<file path="config.mk">
export PLATFORM = sky130hd
export DESIGN_NAME = can_rx_id_filter_fifo
export DESIGN_NICKNAME = d
export VERILOG_FILES = /design/src/sv/canrxf_pkg.sv /design/src/sv/canrxf_ram.sv /design/src/sv/canrxf_ctrl.sv /design/src/sv/canrxf_dp.sv /design/src/sv/can_rx_id_filter_fifo.sv
export VERILOG_INCLUDE_DIRS = /design/src /design/src/sv
export SDC_FILE = /design/constraint.sdc
export NUM_CORES = 2
export LEC_CHECK = 0
export BUFFER_PORTS_ARGS = -buffer_cell sky130_fd_sc_hd__buf_2
export CORE_AREA = 2 2 431 262
export CTS_CLUSTER_DIAMETER = 30
export DETAILED_ROUTE_END_ITERATION = 6
export DIE_AREA = 0 0 433 264
export HOLD_SLACK_MARGIN = 0.1
export PLACE_DENSITY = 0.78
export SETUP_SLACK_MARGIN = 0.3
export SYNTH_ARGS = -nofsm -noshare
export SYNTH_HDL_FRONTEND = slang
export SYNTH_SLANG_ARGS = --single-unit
export TNS_END_PERCENT = 30
</file>
<file path="constraint.sdc">
create_clock -name clock -period 8.81 [get_ports clock]
set_input_delay 1.762 -clock clock [delete_from_list [all_inputs] [get_ports clock]]
set_output_delay 1.762 -clock clock [all_outputs]
set_load 0.05 [all_outputs]
</file>
<file path="src/sv/can_rx_id_filter_fifo_assert.svh">
// ----------------------------------------------------------------------------
// CAN receive filter FIFO assertion macros
// Concurrent assertion wrappers shared by the RTL modules.
// ----------------------------------------------------------------------------
`ifndef CAN_RX_ID_FILTER_FIFO_ASSERT_SVH
`define CAN_RX_ID_FILTER_FIFO_ASSERT_SVH

// same-cycle implication
`define CANRXF_ASSERT_IMPL(label, clk, rst, ante, cons, msg) \
   label: assert property (@(posedge clk) disable iff (rst) (ante) |-> (cons)) \
      else $error(msg);

// next-cycle implication
`define CANRXF_ASSERT_NEXT(label, clk, rst, ante, cons, msg) \
   label: assert property (@(posedge clk) disable iff (rst) (ante) |=> (cons)) \
      else $error(msg);

`endif

</file>
<file path="src/sv/canrxf_pkg.sv">
// ----------------------------------------------------------------------------
// CAN receive filter FIFO package
// Field widths, operation codes, register defaults and control structs.
// ----------------------------------------------------------------------------
package canrxf_pkg;

   localparam int FUNC_W     = 2;
   localparam int ID_W       = 11;
   localparam int LEN_W      = 4;
   localparam int DATA_W     = 64;
   localparam int DROP_W     = 16;
   localparam int FILL_W     = 4;
   localparam int NUM_BYTES  = 8;
   localparam int MAX_LEN    = 8;
   localparam int NUM_ACCEPT = 6;
   localparam int CSR_IDX_W  = 3;
   localparam int SLOT_W     = ID_W + LEN_W + DATA_W;

   localparam logic [FUNC_W-1:0] FUNC_QUERY = 2'd0;
   localparam logic [FUNC_W-1:0] FUNC_STORE = 2'd1;
   localparam logic [FUNC_W-1:0] FUNC_POP   = 2'd2;

   localparam logic [DROP_W-1:0] DROP_MAX = 16'hFFFF;

   localparam logic [ID_W-1:0] ACCEPT_RESET [NUM_ACCEPT] = '{
      11'h101, 11'h200, 11'h201, 11'h202, 11'h212, 11'h222
   };

   typedef struct packed {
      logic latch_req;
      logic exec;
      logic load_rsp;
      logic load_pop;
   } cmd_type;

   typedef struct packed {
      logic pop_hit;
   } sts_type;

endpackage

</file>
<file path="src/sv/canrxf_ram.sv">
// ----------------------------------------------------------------------------
// Generic single-port-write RAM
// One write port and one read port with registered read data.
// ----------------------------------------------------------------------------
module canrxf_ram #(
   parameter int WIDTH = 8,
   parameter int DEPTH = 16
) (
   input  logic                     clock,
   input  logic                     wr_en,
   input  logic [$clog2(DEPTH)-1:0] wr_addr,
   input  logic [WIDTH-1:0]         wr_data,
   input  logic                     rd_en,
   input  logic [$clog2(DEPTH)-1:0] rd_addr,
   output logic [WIDTH-1:0]         rd_data
);

   logic [WIDTH-1:0] mem_ff [DEPTH];
   logic [WIDTH-1:0] rd_data_ff;

   always_ff @(posedge clock) begin
      if (wr_en) begin
         mem_ff[wr_addr] <= wr_data;
      end
      if (rd_en) begin
         rd_data_ff <= mem_ff[rd_addr];
      end
   end

   assign rd_data = rd_data_ff;

endmodule

</file>
<file path="src/sv/canrxf_ctrl.sv">
// ----------------------------------------------------------------------------
// CAN receive filter FIFO controller
// Sequences accept, execute and pop read-out; drives the response strobe.
// ----------------------------------------------------------------------------
`include "can_rx_id_filter_fifo_assert.svh"

module canrxf_ctrl (
   input  logic               clock,
   input  logic               reset,
   input  logic               start,
   output logic               busy,
   input  canrxf_pkg::sts_type sts,
   output canrxf_pkg::cmd_type cmd,
   output logic               rsp_valid
);

   localparam logic [1:0] ST_IDLE = 2'd0;
   localparam logic [1:0] ST_EXEC = 2'd1;
   localparam logic [1:0] ST_POP  = 2'd2;

   logic [1:0] state_ff, state_in;
   logic       rsp_valid_ff, rsp_valid_in;

   always_comb begin
      state_in     = state_ff;
      rsp_valid_in = 1'b0;
      cmd          = '0;
      unique case (state_ff)
         ST_IDLE: begin
            if (start) begin
               cmd.latch_req = 1'b1;
               state_in      = ST_EXEC;
            end
         end
         ST_EXEC: begin
            cmd.exec = 1'b1;
            if (sts.pop_hit) begin
               state_in = ST_POP;
            end else begin
               cmd.load_rsp = 1'b1;
               rsp_valid_in = 1'b1;
               state_in     = ST_IDLE;
            end
         end
         ST_POP: begin
            cmd.load_pop = 1'b1;
            rsp_valid_in = 1'b1;
            state_in     = ST_IDLE;
         end
         default: begin
            state_in = ST_IDLE;
         end
      endcase
   end

   always_ff @(posedge clock) begin
      if (reset) begin
         state_ff     <= ST_IDLE;
         rsp_valid_ff <= 1'b0;
      end else begin
         state_ff     <= state_in;
         rsp_valid_ff <= rsp_valid_in;
      end
   end

   assign busy      = (state_ff != ST_IDLE);
   assign rsp_valid = rsp_valid_ff;

   `CANRXF_ASSERT_NEXT(a_start_exec, clock, reset, start && !busy, state_ff == ST_EXEC, "accepted transfer did not enter execute")
   `CANRXF_ASSERT_IMPL(a_rsp_idle, clock, reset, rsp_valid_ff, state_ff == ST_IDLE, "response strobe outside idle")

endmodule

</file>
<file path="src/sv/canrxf_dp.sv">
// ----------------------------------------------------------------------------
// CAN receive filter FIFO datapath
// Acceptance filter, ring pointers, drop counter, slot RAM and response.
// ----------------------------------------------------------------------------
`include "can_rx_id_filter_fifo_assert.svh"

module canrxf_dp #(
   parameter int QUEUE_DEPTH = 16
) (
   input  logic                                 clock,
   input  logic                                 reset,
   input  canrxf_pkg::cmd_type                  cmd,
   output canrxf_pkg::sts_type                  sts,
   input  logic                                 csr_valid,
   input  logic [canrxf_pkg::CSR_IDX_W-1:0]     csr_index,
   input  logic [canrxf_pkg::ID_W-1:0]          csr_wdata,
   input  logic [canrxf_pkg::FUNC_W-1:0]        req_func,
   input  logic [canrxf_pkg::ID_W-1:0]          req_frame_id,
   input  logic [canrxf_pkg::LEN_W-1:0]         req_frame_len,
   input  logic [canrxf_pkg::DATA_W-1:0]        req_frame_data,
   output logic                                 rsp_id_allowed,
   output logic                                 rsp_stored,
   output logic                                 rsp_dropped_full,
   output logic                                 rsp_popped,
   output logic [canrxf_pkg::ID_W-1:0]          rsp_out_id,
   output logic [canrxf_pkg::LEN_W-1:0]         rsp_out_len,
   output logic [canrxf_pkg::DATA_W-1:0]        rsp_out_data,
   output logic [canrxf_pkg::DROP_W-1:0]        rsp_drop_total,
   output logic [canrxf_pkg::FILL_W-1:0]        rsp_fill_level
);

   localparam int PTR_W = $clog2(QUEUE_DEPTH);

   logic [canrxf_pkg::ID_W-1:0]   accept_ff [canrxf_pkg::NUM_ACCEPT];

   logic [canrxf_pkg::FUNC_W-1:0] func_ff;
   logic [canrxf_pkg::ID_W-1:0]   id_ff;
   logic [canrxf_pkg::LEN_W-1:0]  len_ff;
   logic [canrxf_pkg::DATA_W-1:0] data_ff;

   logic [PTR_W-1:0]              wp_ff, wp_in, rp_ff, rp_in;
   logic [canrxf_pkg::DROP_W-1:0] drop_ff, drop_in;

   logic                          match;
   logic                          is_store, full, pop_hit, wr_en, rd_en;
   logic [canrxf_pkg::LEN_W-1:0]  len_c;
   logic [canrxf_pkg::DATA_W-1:0] data_m;
   logic [canrxf_pkg::SLOT_W-1:0] wr_word, rd_word;
   logic [PTR_W:0]                fill_in;
   logic [PTR_W+4:0]              fill_wide;

   logic                          allowed_ff, stored_ff, dropped_ff, popped_ff;
   logic [canrxf_pkg::ID_W-1:0]   out_id_ff;
   logic [canrxf_pkg::LEN_W-1:0]  out_len_ff;
   logic [canrxf_pkg::DATA_W-1:0] out_data_ff;
   logic [canrxf_pkg::DROP_W-1:0] drop_total_ff;
   logic [canrxf_pkg::FILL_W-1:0] fill_ff;

   function automatic logic [PTR_W-1:0] ptr_next(input logic [PTR_W-1:0] p);
      return (p == PTR_W'(QUEUE_DEPTH - 1)) ? '0 : PTR_W'(p + 1'b1);
   endfunction

   // configuration registers
   always_ff @(posedge clock) begin
      if (reset) begin
         for (int k = 0; k < canrxf_pkg::NUM_ACCEPT; k++) begin
            accept_ff[k] <= canrxf_pkg::ACCEPT_RESET[k];
         end
      end else if (csr_valid) begin
         for (int k = 0; k < canrxf_pkg::NUM_ACCEPT; k++) begin
            if (csr_index == canrxf_pkg::CSR_IDX_W'(k)) begin
               accept_ff[k] <= csr_wdata;
            end
         end
      end
   end

   // request capture
   always_ff @(posedge clock) begin
      if (cmd.latch_req) begin
         func_ff <= req_func;
         id_ff   <= req_frame_id;
         len_ff  <= req_frame_len;
         data_ff <= req_frame_data;
      end
   end

   always_comb begin
      match = 1'b0;
      for (int k = 0; k < canrxf_pkg::NUM_ACCEPT; k++) begin
         if (accept_ff[k] == id_ff) begin
            match = 1'b1;
         end
      end
   end

   assign is_store = (func_ff == canrxf_pkg::FUNC_STORE) && match;
   assign full     = (ptr_next(wp_ff) == rp_ff);
   assign pop_hit  = (func_ff == canrxf_pkg::FUNC_POP) && (rp_ff != wp_ff);
   assign wr_en    = cmd.exec && is_store && !full;
   assign rd_en    = cmd.exec && pop_hit;
   assign sts.pop_hit = pop_hit;

   // clamp length, zero unused bytes
   assign len_c = (len_ff > canrxf_pkg::LEN_W'(canrxf_pkg::MAX_LEN)) ?
                  canrxf_pkg::LEN_W'(canrxf_pkg::MAX_LEN) : len_ff;

   always_comb begin
      for (int i = 0; i < canrxf_pkg::NUM_BYTES; i++) begin
         data_m[8*i +: 8] = (canrxf_pkg::LEN_W'(i) < len_c) ? data_ff[8*i +: 8] : 8'h00;
      end
   end

   assign wr_word = {id_ff, len_c, data_m};

   always_comb begin
      wp_in   = wp_ff;
      rp_in   = rp_ff;
      drop_in = drop_ff;
      if (cmd.exec) begin
         if (wr_en) begin
            wp_in = ptr_next(wp_ff);
         end
         if (pop_hit) begin
            rp_in = ptr_next(rp_ff);
         end
         if (is_store && full && (drop_ff != canrxf_pkg::DROP_MAX)) begin
            drop_in = drop_ff + 1'b1;
         end
      end
   end

   always_comb begin
      fill_in = {1'b0, wp_in} - {1'b0, rp_in};
      if (wp_in < rp_in) begin
         fill_in = fill_in + (PTR_W + 1)'(QUEUE_DEPTH);
      end
   end

   assign fill_wide = (PTR_W + 5)'(fill_in);

   always_ff @(posedge clock) begin
      if (reset) begin
         wp_ff   <= '0;
         rp_ff   <= '0;
         drop_ff <= '0;
      end else begin
         wp_ff   <= wp_in;
         rp_ff   <= rp_in;
         drop_ff <= drop_in;
      end
   end

   canrxf_ram #(
      .WIDTH (canrxf_pkg::SLOT_W),
      .DEPTH (QUEUE_DEPTH)
   ) u_slot_ram (
      .clock   (clock),
      .wr_en   (wr_en),
      .wr_addr (wp_ff),
      .wr_data (wr_word),
      .rd_en   (rd_en),
      .rd_addr (rp_ff),
      .rd_data (rd_word)
   );

   // response registers
   always_ff @(posedge clock) begin
      priority if (cmd.load_rsp) begin
         allowed_ff    <= ((func_ff == canrxf_pkg::FUNC_QUERY) ||
                           (func_ff == canrxf_pkg::FUNC_STORE)) && match;
         stored_ff     <= is_store && !full;
         dropped_ff    <= is_store && full;
         popped_ff     <= 1'b0;
         out_id_ff     <= '0;
         out_len_ff    <= '0;
         out_data_ff   <= '0;
         drop_total_ff <= drop_in;
         fill_ff       <= fill_wide[canrxf_pkg::FILL_W-1:0];
      end else if (cmd.load_pop) begin
         allowed_ff    <= 1'b0;
         stored_ff     <= 1'b0;
         dropped_ff    <= 1'b0;
         popped_ff     <= 1'b1;
         out_id_ff     <= rd_word[canrxf_pkg::SLOT_W-1 -: canrxf_pkg::ID_W];
         out_len_ff    <= rd_word[canrxf_pkg::DATA_W +: canrxf_pkg::LEN_W];
         out_data_ff   <= rd_word[canrxf_pkg::DATA_W-1:0];
         drop_total_ff <= drop_ff;
         fill_ff       <= fill_wide[canrxf_pkg::FILL_W-1:0];
      end else begin
      end
   end

   assign rsp_id_allowed   = allowed_ff;
   assign rsp_stored       = stored_ff;
   assign rsp_dropped_full = dropped_ff;
   assign rsp_popped       = popped_ff;
   assign rsp_out_id       = out_id_ff;
   assign rsp_out_len      = out_len_ff;
   assign rsp_out_data     = out_data_ff;
   assign rsp_drop_total   = drop_total_ff;
   assign rsp_fill_level   = fill_ff;

   `CANRXF_ASSERT_IMPL(a_pop_after_read, clock, reset, cmd.load_pop, $past(rd_en), "pop response without slot read")
   `CANRXF_ASSERT_NEXT(a_drop_monotonic, clock, reset, !reset, drop_ff >= $past(drop_ff), "drop counter decreased")
   `CANRXF_ASSERT_IMPL(a_no_write_full, clock, reset, wr_en, ptr_next(wp_ff) != rp_ff && !rd_en, "slot write into full ring")

endmodule

</file>
<file path="src/sv/can_rx_id_filter_fifo.sv">
// ----------------------------------------------------------------------------
// CAN receive identifier filter with frame FIFO
// Query, store and pop operations on a ring of received frames.
// ----------------------------------------------------------------------------
// The response strobe is registered from the execute state; a pop that
// returns a frame passes through the pop state to wait for the registered
// read port of the slot RAM. A new operation is accepted only while idle.
// Reset (synchronous): clears ring pointers and drop counter, restores the
// accepted identifiers; slot RAM is not cleared. Results cannot be stalled.
module can_rx_id_filter_fifo #(
   parameter int QUEUE_DEPTH = 16
) (
   input  logic                             clock,
   input  logic                             reset,
   input  logic                             start,
   output logic                             busy,
   input  logic [canrxf_pkg::FUNC_W-1:0]    req_func,
   input  logic [canrxf_pkg::ID_W-1:0]      req_frame_id,
   input  logic [canrxf_pkg::LEN_W-1:0]     req_frame_len,
   input  logic [canrxf_pkg::DATA_W-1:0]    req_frame_data,
   output logic                             rsp_valid,
   output logic                             rsp_id_allowed,
   output logic                             rsp_stored,
   output logic                             rsp_dropped_full,
   output logic                             rsp_popped,
   output logic [canrxf_pkg::ID_W-1:0]      rsp_out_id,
   output logic [canrxf_pkg::LEN_W-1:0]     rsp_out_len,
   output logic [canrxf_pkg::DATA_W-1:0]    rsp_out_data,
   output logic [canrxf_pkg::DROP_W-1:0]    rsp_drop_total,
   output logic [canrxf_pkg::FILL_W-1:0]    rsp_fill_level,
   input  logic                             csr_valid,
   output logic                             csr_ready,
   input  logic [canrxf_pkg::CSR_IDX_W-1:0] csr_index,
   input  logic [canrxf_pkg::ID_W-1:0]      csr_wdata
);

   canrxf_pkg::cmd_type cmd;
   canrxf_pkg::sts_type sts;

   assign csr_ready = 1'b1;

   canrxf_ctrl u_ctrl (
      .clock     (clock),
      .reset     (reset),
      .start     (start),
      .busy      (busy),
      .sts       (sts),
      .cmd       (cmd),
      .rsp_valid (rsp_valid)
   );

   canrxf_dp #(
      .QUEUE_DEPTH (QUEUE_DEPTH)
   ) u_dp (
      .clock            (clock),
      .reset            (reset),
      .cmd              (cmd),
      .sts              (sts),
      .csr_valid        (csr_valid),
      .csr_index        (csr_index),
      .csr_wdata        (csr_wdata),
      .req_func         (req_func),
      .req_frame_id     (req_frame_id),
      .req_frame_len    (req_frame_len),
      .req_frame_data   (req_frame_data),
      .rsp_id_allowed   (rsp_id_allowed),
      .rsp_stored       (rsp_stored),
      .rsp_dropped_full (rsp_dropped_full),
      .rsp_popped       (rsp_popped),
      .rsp_out_id       (rsp_out_id),
      .rsp_out_len      (rsp_out_len),
      .rsp_out_data     (rsp_out_data),
      .rsp_drop_total   (rsp_drop_total),
      .rsp_fill_level   (rsp_fill_level)
   );

endmodule
</file>
### Word-level counts from Yosys, hierarchy flattened

Memory sizes are Yosys's and may differ from the RTL's. A register that Yosys moved wholly into a read port is not among the register bits.
Cells that the tools add are included.

| word-level totals | value |
|---|---|
| register bits | 211 |
| bits in latches | 0 |
| RAM bits | 1330 |
| bits in read-only memories | 0 |
| output and inout port bits | 106 |
| memories kept | 2 |

Memory list:

| name | depth | bits a word | read ports | clocked after memory_dff | wr ports | line | source |
|---|---|---|---|---|---|---|---|
| u_dp.u_slot_ram.mem_ff | 16 | 79 | 1 | 1 | 1 | canrxf_ram.sv:18 | `logic [WIDTH-1:0] mem_ff [DEPTH];` |
| u_dp.accept_ff | 6 | 11 | 6 | 0 | 6 | canrxf_dp.sv:34 | `logic [canrxf_pkg::ID_W-1:0] accept_ff [canrxf_pkg::NUM_ACCEPT];` |

| operators by class | value |
|---|---|
| add/sub/neg operators | 5 |
| multipliers | 0 |
| div/mod/pow operators | 0 |
| $lt $le $gt $ge | 10 |
| eq/ne operators | 21 |
| shift-type cells | 0 |
| mux-type cells | 75 |
| bitwise gates (word level) | 6 |
| reductions and logical operators | 16 |

Operators with widths:

| kind | count |
|---|---|
| == test 11 bit | 6 |
| two-way mux 11 bit | 6 |
| two-way mux 16 bit | 4 |
| two-way mux 8 bit | 8 |
| two-way mux 1 bit | 42 |
| two-way mux 4 bit | 10 |
| adder 16 x 1 -> 16 bit (second input constant) | 1 |
| < comparator 3 x 4 -> 1 bit (first input constant) | 4 |
| != test 16 bit (second input constant) | 1 |
| adder 4 x 1 -> 4 bit (second input constant) | 3 |
| logical AND 1 bit | 9 |
| == test 4 bit (second input constant) | 2 |
| < comparator 1 x 4 -> 1 bit (first input constant) | 2 |
| < comparator 2 x 4 -> 1 bit (first input constant) | 2 |
| == test 3 x 2 -> 1 bit (second input constant) | 2 |
| == test 3 bit (second input constant) | 2 |
| two-way mux 2 bit | 3 |
| OR 1 bit | 6 |
| == test 2 x 1 -> 1 bit (second input constant) | 2 |
| == test 2 bit (second input constant) | 2 |
| == test 4 bit | 1 |
| greater-than comparator 4 bit (second input constant) | 1 |
| zero test 2 bit | 2 |
| < comparator 4 bit | 1 |
| 10 further kinds | 11 |

### Logic depth before layout (Yosys ltp)

An unclocked memory read counts as a cell.

| logic depth | value |
|---|---|
| depth after elaboration | 18 |
| depth in mapped cells | 14 |

### Modules after synthesis

A second synthesis with hierarchy kept.

| unflattened totals | value |
|---|---|
| cells, all modules | 2978 |
| area, all modules | 61356.3 µm² |

Modules (own cells, without submodules):

| module | times used | cells each | area an instance (µm²) |
|---|---|---|---|
| canrxf_ram | 1 | 2028 | 49673.9 |
| canrxf_dp | 1 | 927 | 11468.5 |
| canrxf_ctrl | 1 | 21 | 202.7 |
| can_rx_id_filter_fifo | 1 | 2 | 11.3 |

### Least setup slack after synthesis

OpenSTA, ideal clock, no wires.

| timing | value |
|---|---|
| path type | register -> register |
| start | register u_dp.id_ff[7] (netlist bit) |
| end | memory u_dp.u_slot_ram.mem_ff[11][0] (netlist bit), enable pin |
| library setup time | 0.630 ns |
| arrival time | 7.648 ns |
| required time | 8.180 ns |
| setup slack | 0.532 ns |
| stages on the path, launching flop included | 10 |
| clock period less this slack | 8.278 ns |
| path through | edfxtp_1 -> clkbuf_1 -> xor2_1 -> nor4_1 -> nand3_1 -> nand4_1 -> o311a_1 -> buf_2 -> nand2_2 -> nor3b_1 |

| between the ends | value |
|---|---|
| word-level cells in the longest chain between the ends | 12 |

Ends and longest elaborated chain:

| item | line | source |
|---|---|---|
| from (decl) | canrxf_dp.sv:37 | `logic [canrxf_pkg::ID_W-1:0] id_ff;` |
| from (signal assigned) | canrxf_dp.sv:82 | `id_ff <= req_frame_id;` |
| == test 11 bit | canrxf_dp.sv:91 | `if (accept_ff[k] == id_ff) begin` |
| two-way mux 1 bit (5 in series) | canrxf_dp.sv:91 |  |
| two-way mux 1 bit (*) | canrxf_dp.sv:91 |  |
| logical AND 1 bit (*) | canrxf_dp.sv:97 | `assign is_store = (func_ff == canrxf_pkg::FUNC_STORE) && match;` |
| logical AND 1 bit (*) (2 in series) | canrxf_dp.sv:100 | `assign wr_en = cmd.exec && is_store && !full;` |
| two-way mux 1 bit (*) | canrxf_ram.sv:22 | `if (wr_en) begin` |
| two-way mux 1 bit (not written as such) (*) | canrxf_ram.sv:23 | `mem_ff[wr_addr] <= wr_data;` |
| to (decl) | canrxf_ram.sv:18 |  |

Every way passes the cells marked *; elsewhere a longest branch is shown, timed or not.

### Final worst setup path

| timing | value |
|---|---|
| start | register u_dp.wp_ff[2] |
| end | memory u_dp.u_slot_ram.mem_ff[13][37] (netlist bit), enable pin |

| between the ends | value |
|---|---|
| word-level cells in the longest chain between the ends | 7 |

Ends and longest elaborated chain:

| item | line | source |
|---|---|---|
| from (decl) | canrxf_dp.sv:41 | `logic [PTR_W-1:0] wp_ff, wp_in, rp_ff, rp_in;` |
| from (signal assigned) | canrxf_dp.sv:148 | `wp_ff <= wp_in;` |
| adder 4 x 1 -> 4 bit / == test 4 bit (equally long branches) | canrxf_dp.sv:60 | `return (p == PTR_W'(QUEUE_DEPTH - 1)) ? '0 : PTR_W'(p + 1'b1);` |
| two-way mux 4 bit | canrxf_dp.sv:60 |  |
| == test 4 bit | canrxf_dp.sv:98 | `assign full = (ptr_next(wp_ff) == rp_ff);` |
| zero test 1 bit | canrxf_dp.sv:100 |  |
| logical AND 1 bit | canrxf_dp.sv:100 |  |
| two-way mux 1 bit | canrxf_ram.sv:22 |  |
| two-way mux 1 bit (not written as such) | canrxf_ram.sv:23 |  |

Several ways; a longest one is shown, not always the timed one.

==> Flow_metrics.wiki <==
{| class="wikitable"
! Metric !! Value
|-
| Run status || completed
|-
| Post-synthesis to final-layout area growth || 14.8%
|-
| Register bit count reported by yosys || 1620
|-
| Family with the most delay on the worst path || simple AND/OR/NAND/NOR gates
|-
| Peak fanout along the critical path || 50
|-
| Area of the die || 114000 sq um
|-
| Routability cong. || 0.802
|-
| Core outline area || 111000 sq um
|-
| Final instance area || 70400 sq um
|-
| Fillers || 6998
|-
| Clock tree from TritonCTS || done
|-
| Via/cell ratio || 6.22
|-
| Data required, critical path || 9210 ps
|-
| Post-route clock skew || 37.5 ps
|-
| Worst skew pair latency || 800 ps
|-
| Post-synthesis area per instance || 22.1 sq um
|-
| CP bufs+invs || 1
|-
| Buffers from clock root to sink, at most || 3
|-
| Remaining Overflow, GRT || 0
|-
| Worst min path class || reg2reg
|-
| Layout cell share with drive strength beyond 1 || 0.315
|-
| Main combinational cell family by area after synthesis || multiplexers
|-
| GRT met2 Usage || 0.407
|-
| Post-synthesis instance area || 61300 sq um
|-
| Cell count of the worst reg-to-reg path || 8
|-
| Worst Tran Pin Value || 1300 ps
|-
| Starting DRT DRC Count || 3401
|-
| Min-Delay Endpoint || u_dp.rsp_out_data[55]
|-
| DPL Wire Length || 71700 microns
|-
| Initial Utilization || 0.554
|-
| Multi-input logic area || 13300 sq um
|-
| Root buffer cell || clkbuf_16
|-
| Number of clock sinks || 1620
|-
| Met1 track utilization from global routing || 0.344
|-
| Sequential area share after synthesis || 0.776
|-
| Final hold vios || 0
|-
| Simple-gate area share of the yosys netlist || 0.0325
|-
| Worst reg2reg path endpoint || u_dp.u_slot_ram.mem_ff[13][37]
|-
| Number of global-route vias before repair || 30665
|-
| Wire length of the first global-routing pass || 207000 microns
|-
| Mean routed wirelength per cell || 29.9 microns
|-
| Parity-gate share of the synthesized area counting xor and xnor cells || 0.0131
|-
| Count of mapped cells out of synthesis || 2768
|-
| Synth Flop Type || edfxtp_1
|-
| Unrepaired setup endpoints after global routing || false
|-
| Multiplexer share of the synthesized area || 0.162
|-
| Leakage power || 0.0224 uW
|-
| Adder-cell area share of the yosys netlist || 0.00278
|-
| WP data arrival || 5700 ps
|-
| Num ports || 205
|-
| Unique masters post-synth || 53
|-
| Post-synthesis async set-or-reset flop share || 0
|-
| CTS hold repair buffers || 0
|-
| Number of synthesized flops with an enable pin || 1513
|-
| Pwr Density || 235 nW/um^2
|-
| Sequence of cells on the critical path || nand2b_2 > or3_4 > and3b_1 > o2111ai_2 > o311a_1 > nand2_1 > nor2_4 > buf_4
|-
| Met3 track utilization from global routing || 0.0529
|-
| Post-CTS setup buffer count || 0
|-
| RR Startpoint || u_dp.wp_ff[2]
|-
| Utilization of the core after routing || 0.636
|-
| Max-Slew Margin vs Limit || 0.134
|-
| VDD IR max || 0.183 mV
|-
| Number of clock buffers inserted by TritonCTS || 181
|-
| Ys Warns || 0
|-
| Number of max-slew violations in the final report || 0
|-
| Total negative setup slack || 0 ps
|-
| Detail Route Antenna Nets || 0
|-
| Cell depth of the worst min-delay path || 2
|-
| Commonest cells after routing, fill and taps aside || edfxtp_1, mux4_2, buf_2
|-
| Max-capacitance violation count || 0
|-
| Tot GR Track Use || 0.252
|-
| Most common cell after layout, fill and taps aside || edfxtp_1
|-
| Hold path startpoint || u_dp.u_slot_ram.rd_data[55]
|-
| Cell row count || 95
|-
| Largest net degree at the start of global routing || 131
|-
| Placed inst area || 64200 sq um
|-
| Detailed Routing Iterations Pass 1 || 5
|-
| Via total after detailed routing || 29337
|-
| Startpoint types || flop
|-
| H-tree Lvls || 4
|-
| FF/Latch Area || 47600 sq um
|-
| Worst-path clk slew || 60 ps
|-
| Cell with the largest stage delay on the worst path || nor2_4
|-
| Die Y-Extent || 264 microns
|-
| Min Clock Period, post-route || 5310 ps
|-
| Setup violations, final || 0
|-
| Drc violations || 0
|-
| Number of antenna violations at the first check in global routing || 0
|-
| Port bufs || 203
|-
| Fmax || 188 MHz
|-
| Endpoint class of the critical path || flop
|-
| Most heavily used metal layer in global routing || met2
|-
| Chip width || 433 microns
|-
| Power, Total || 16500 uW
|-
| Setup slack on the worst flop-to-flop path || 3500 ps
|-
| Worst setup path class || reg2reg
|-
| Net count, final || 3172
|-
| Largest stage delay on the critical path || 1050 ps
|-
| Post-detailed-routing wire length || 141000 microns
|-
| Post-cts gate resize count || 0
|-
| Share of the synthesized area in compound gates (AO/OA/AOI/OAI) || 0.00371
|-
| Post-route fraction of the period consumed by the critical path || 0.603
|-
| Post-synth net total || 2880
|-
| Worst hold margin || 480 ps
|}
==> per-layer routing <==
metal,up-vias,wire length [microns]
met5,-,0
met4,0,4220
met3,277,12200
met2,1652,70100
met1,15441,54400
li1,11967,-
==> synth_stat cells, types with 2 or more instances <==
library cell | n | area (sq um)
a21o_1 | 3 | 22.5
mux4_2 | 395 | 8900
nor4_1 | 10 | 62.6
nand2b_1 | 12 | 75.1
and3_1 | 6 | 37.5
inv_1 | 16 | 60.1
nor2_1 | 118 | 443
or3_1 | 5 | 31.3
ha_1 | 12 | 150
nand3_1 | 7 | 35.0
a31oi_1 | 4 | 25.0
mux2_1 | 5 | 56.3
nand3_2 | 6 | 60.1
and3b_1 | 3 | 26.3
xor2_1 | 47 | 412
nor3b_1 | 5 | 37.5
mux2_4 | 2 | 30.0
and2_1 | 66 | 413
nand2_1 | 11 | 41.3
nor2b_1 | 76 | 475
nor3_1 | 17 | 85.1
and4_1 | 4 | 35.0
edfxtp_1 | 1513 | 45400
a21oi_1 | 5 | 25.0
xnor2_1 | 45 | 394
nand4_1 | 8 | 50.1
buf_1 | 34 | 128
a31o_2 | 5 | 43.8
clkbuf_1 | 100 | 375
buf_2 | 5 | 25.0
dfxtp_1 | 107 | 2140
mux2_2 | 9 | 101
o21ai_0 | 3 | 15.0
nand4_4 | 2 | 42.5
mux2i_1 | 84 | 841
==> sequential cells by signal, indices dropped and copies added (netlist names) <==
name and cells:
u_dp.u_slot_ram.mem_ff 1264, u_ctrl.rsp_valid 1, u_dp.rp_ff 4, u_dp.rsp_out_len 4
u_dp.func_ff 2, u_dp.rsp_popped 1, u_dp.len_ff 4, u_dp.rsp_dropped_full 1
u_ctrl.state_ff 2, u_dp.data_ff 64, u_dp.id_ff 11, u_dp.accept_ff 66
u_dp.rsp_stored 1, u_dp.wp_ff 4, u_dp.rsp_out_data 64, u_dp.rsp_drop_total 16
u_dp.rsp_out_id 11, u_dp.rsp_id_allowed 1, u_dp.rsp_fill_level 4, u_dp.u_slot_ram.rd_data 79
u_dp.drop_ff 16
==> kinds of logic after synthesis <==
family / count (synthesis)
flip-flops: 1620
XOR/XNOR: 92
multiplexers: 495
other: 1
AO/OA/AOI/OAI: 29
buffers and inverters: 157
AND/OR/NAND/NOR: 361
adder cells (fa/ha/maj): 13
==> tightest hold or removal path, stage by stage (launching register included) <==
cell      delay, ps
edfxtp_1        330
mux2i_1          70
nor2_1           70
==> worst max path at each step <==
stage	from	endpoint	depth (start not counted)
finish	u_dp.wp_ff[2]	u_dp.u_slot_ram.mem_ff[13][37]	8
global route	u_dp.wp_ff[2]	u_dp.u_slot_ram.mem_ff[13][48]	8
CTS	u_dp.wp_ff[2]	u_dp.u_slot_ram.mem_ff[13][37]	8
detailed placement	u_dp.wp_ff[2]	u_dp.u_slot_ram.mem_ff[13][34]	8
global placement	u_dp.wp_ff[2]	u_dp.u_slot_ram.mem_ff[13][33]	8
floorplan	u_dp.id_ff[7]	u_dp.u_slot_ram.mem_ff[11][0]	9
==> per-stage QoR <==
| stage | instances | worst slack [ps] |
|---|---|---|
| 2_1_floorplan | 2768 | 532 |
| 3_3_place_gp | 4380 | 3960 |
| 3_5_place_dp | 4380 | 3610 |
| 4_1_cts | 4717 | 3560 |
| 5_1_grt | 4717 | 3350 |
| 6_report | 4718 | 3500 |
==> final cells by class <==
cell class | instances | area share
flip-flops and latches | 1620 | 0.676
diodes | 1 | 0.0000355
inverters | 16 | 0.000853
repair buffers | 250 | 0.0198
multi-input cells | 991 | 0.188
clock inverters | 130 | 0.0204
well taps | 1503 | 0.0267
clock buffers | 207 | 0.0677
==> power by group <==
| part | leakage (uW) | switching, uW | internal, uW |
|---|---|---|---|
| Clock | 0.00299 | 3280 | 4430 |
| Combinational | 0.00477 | 221 | 60.8 |
| Sequential | 0.0147 | 52.3 | 8500 |
Power figures use the tool's default switching activity.
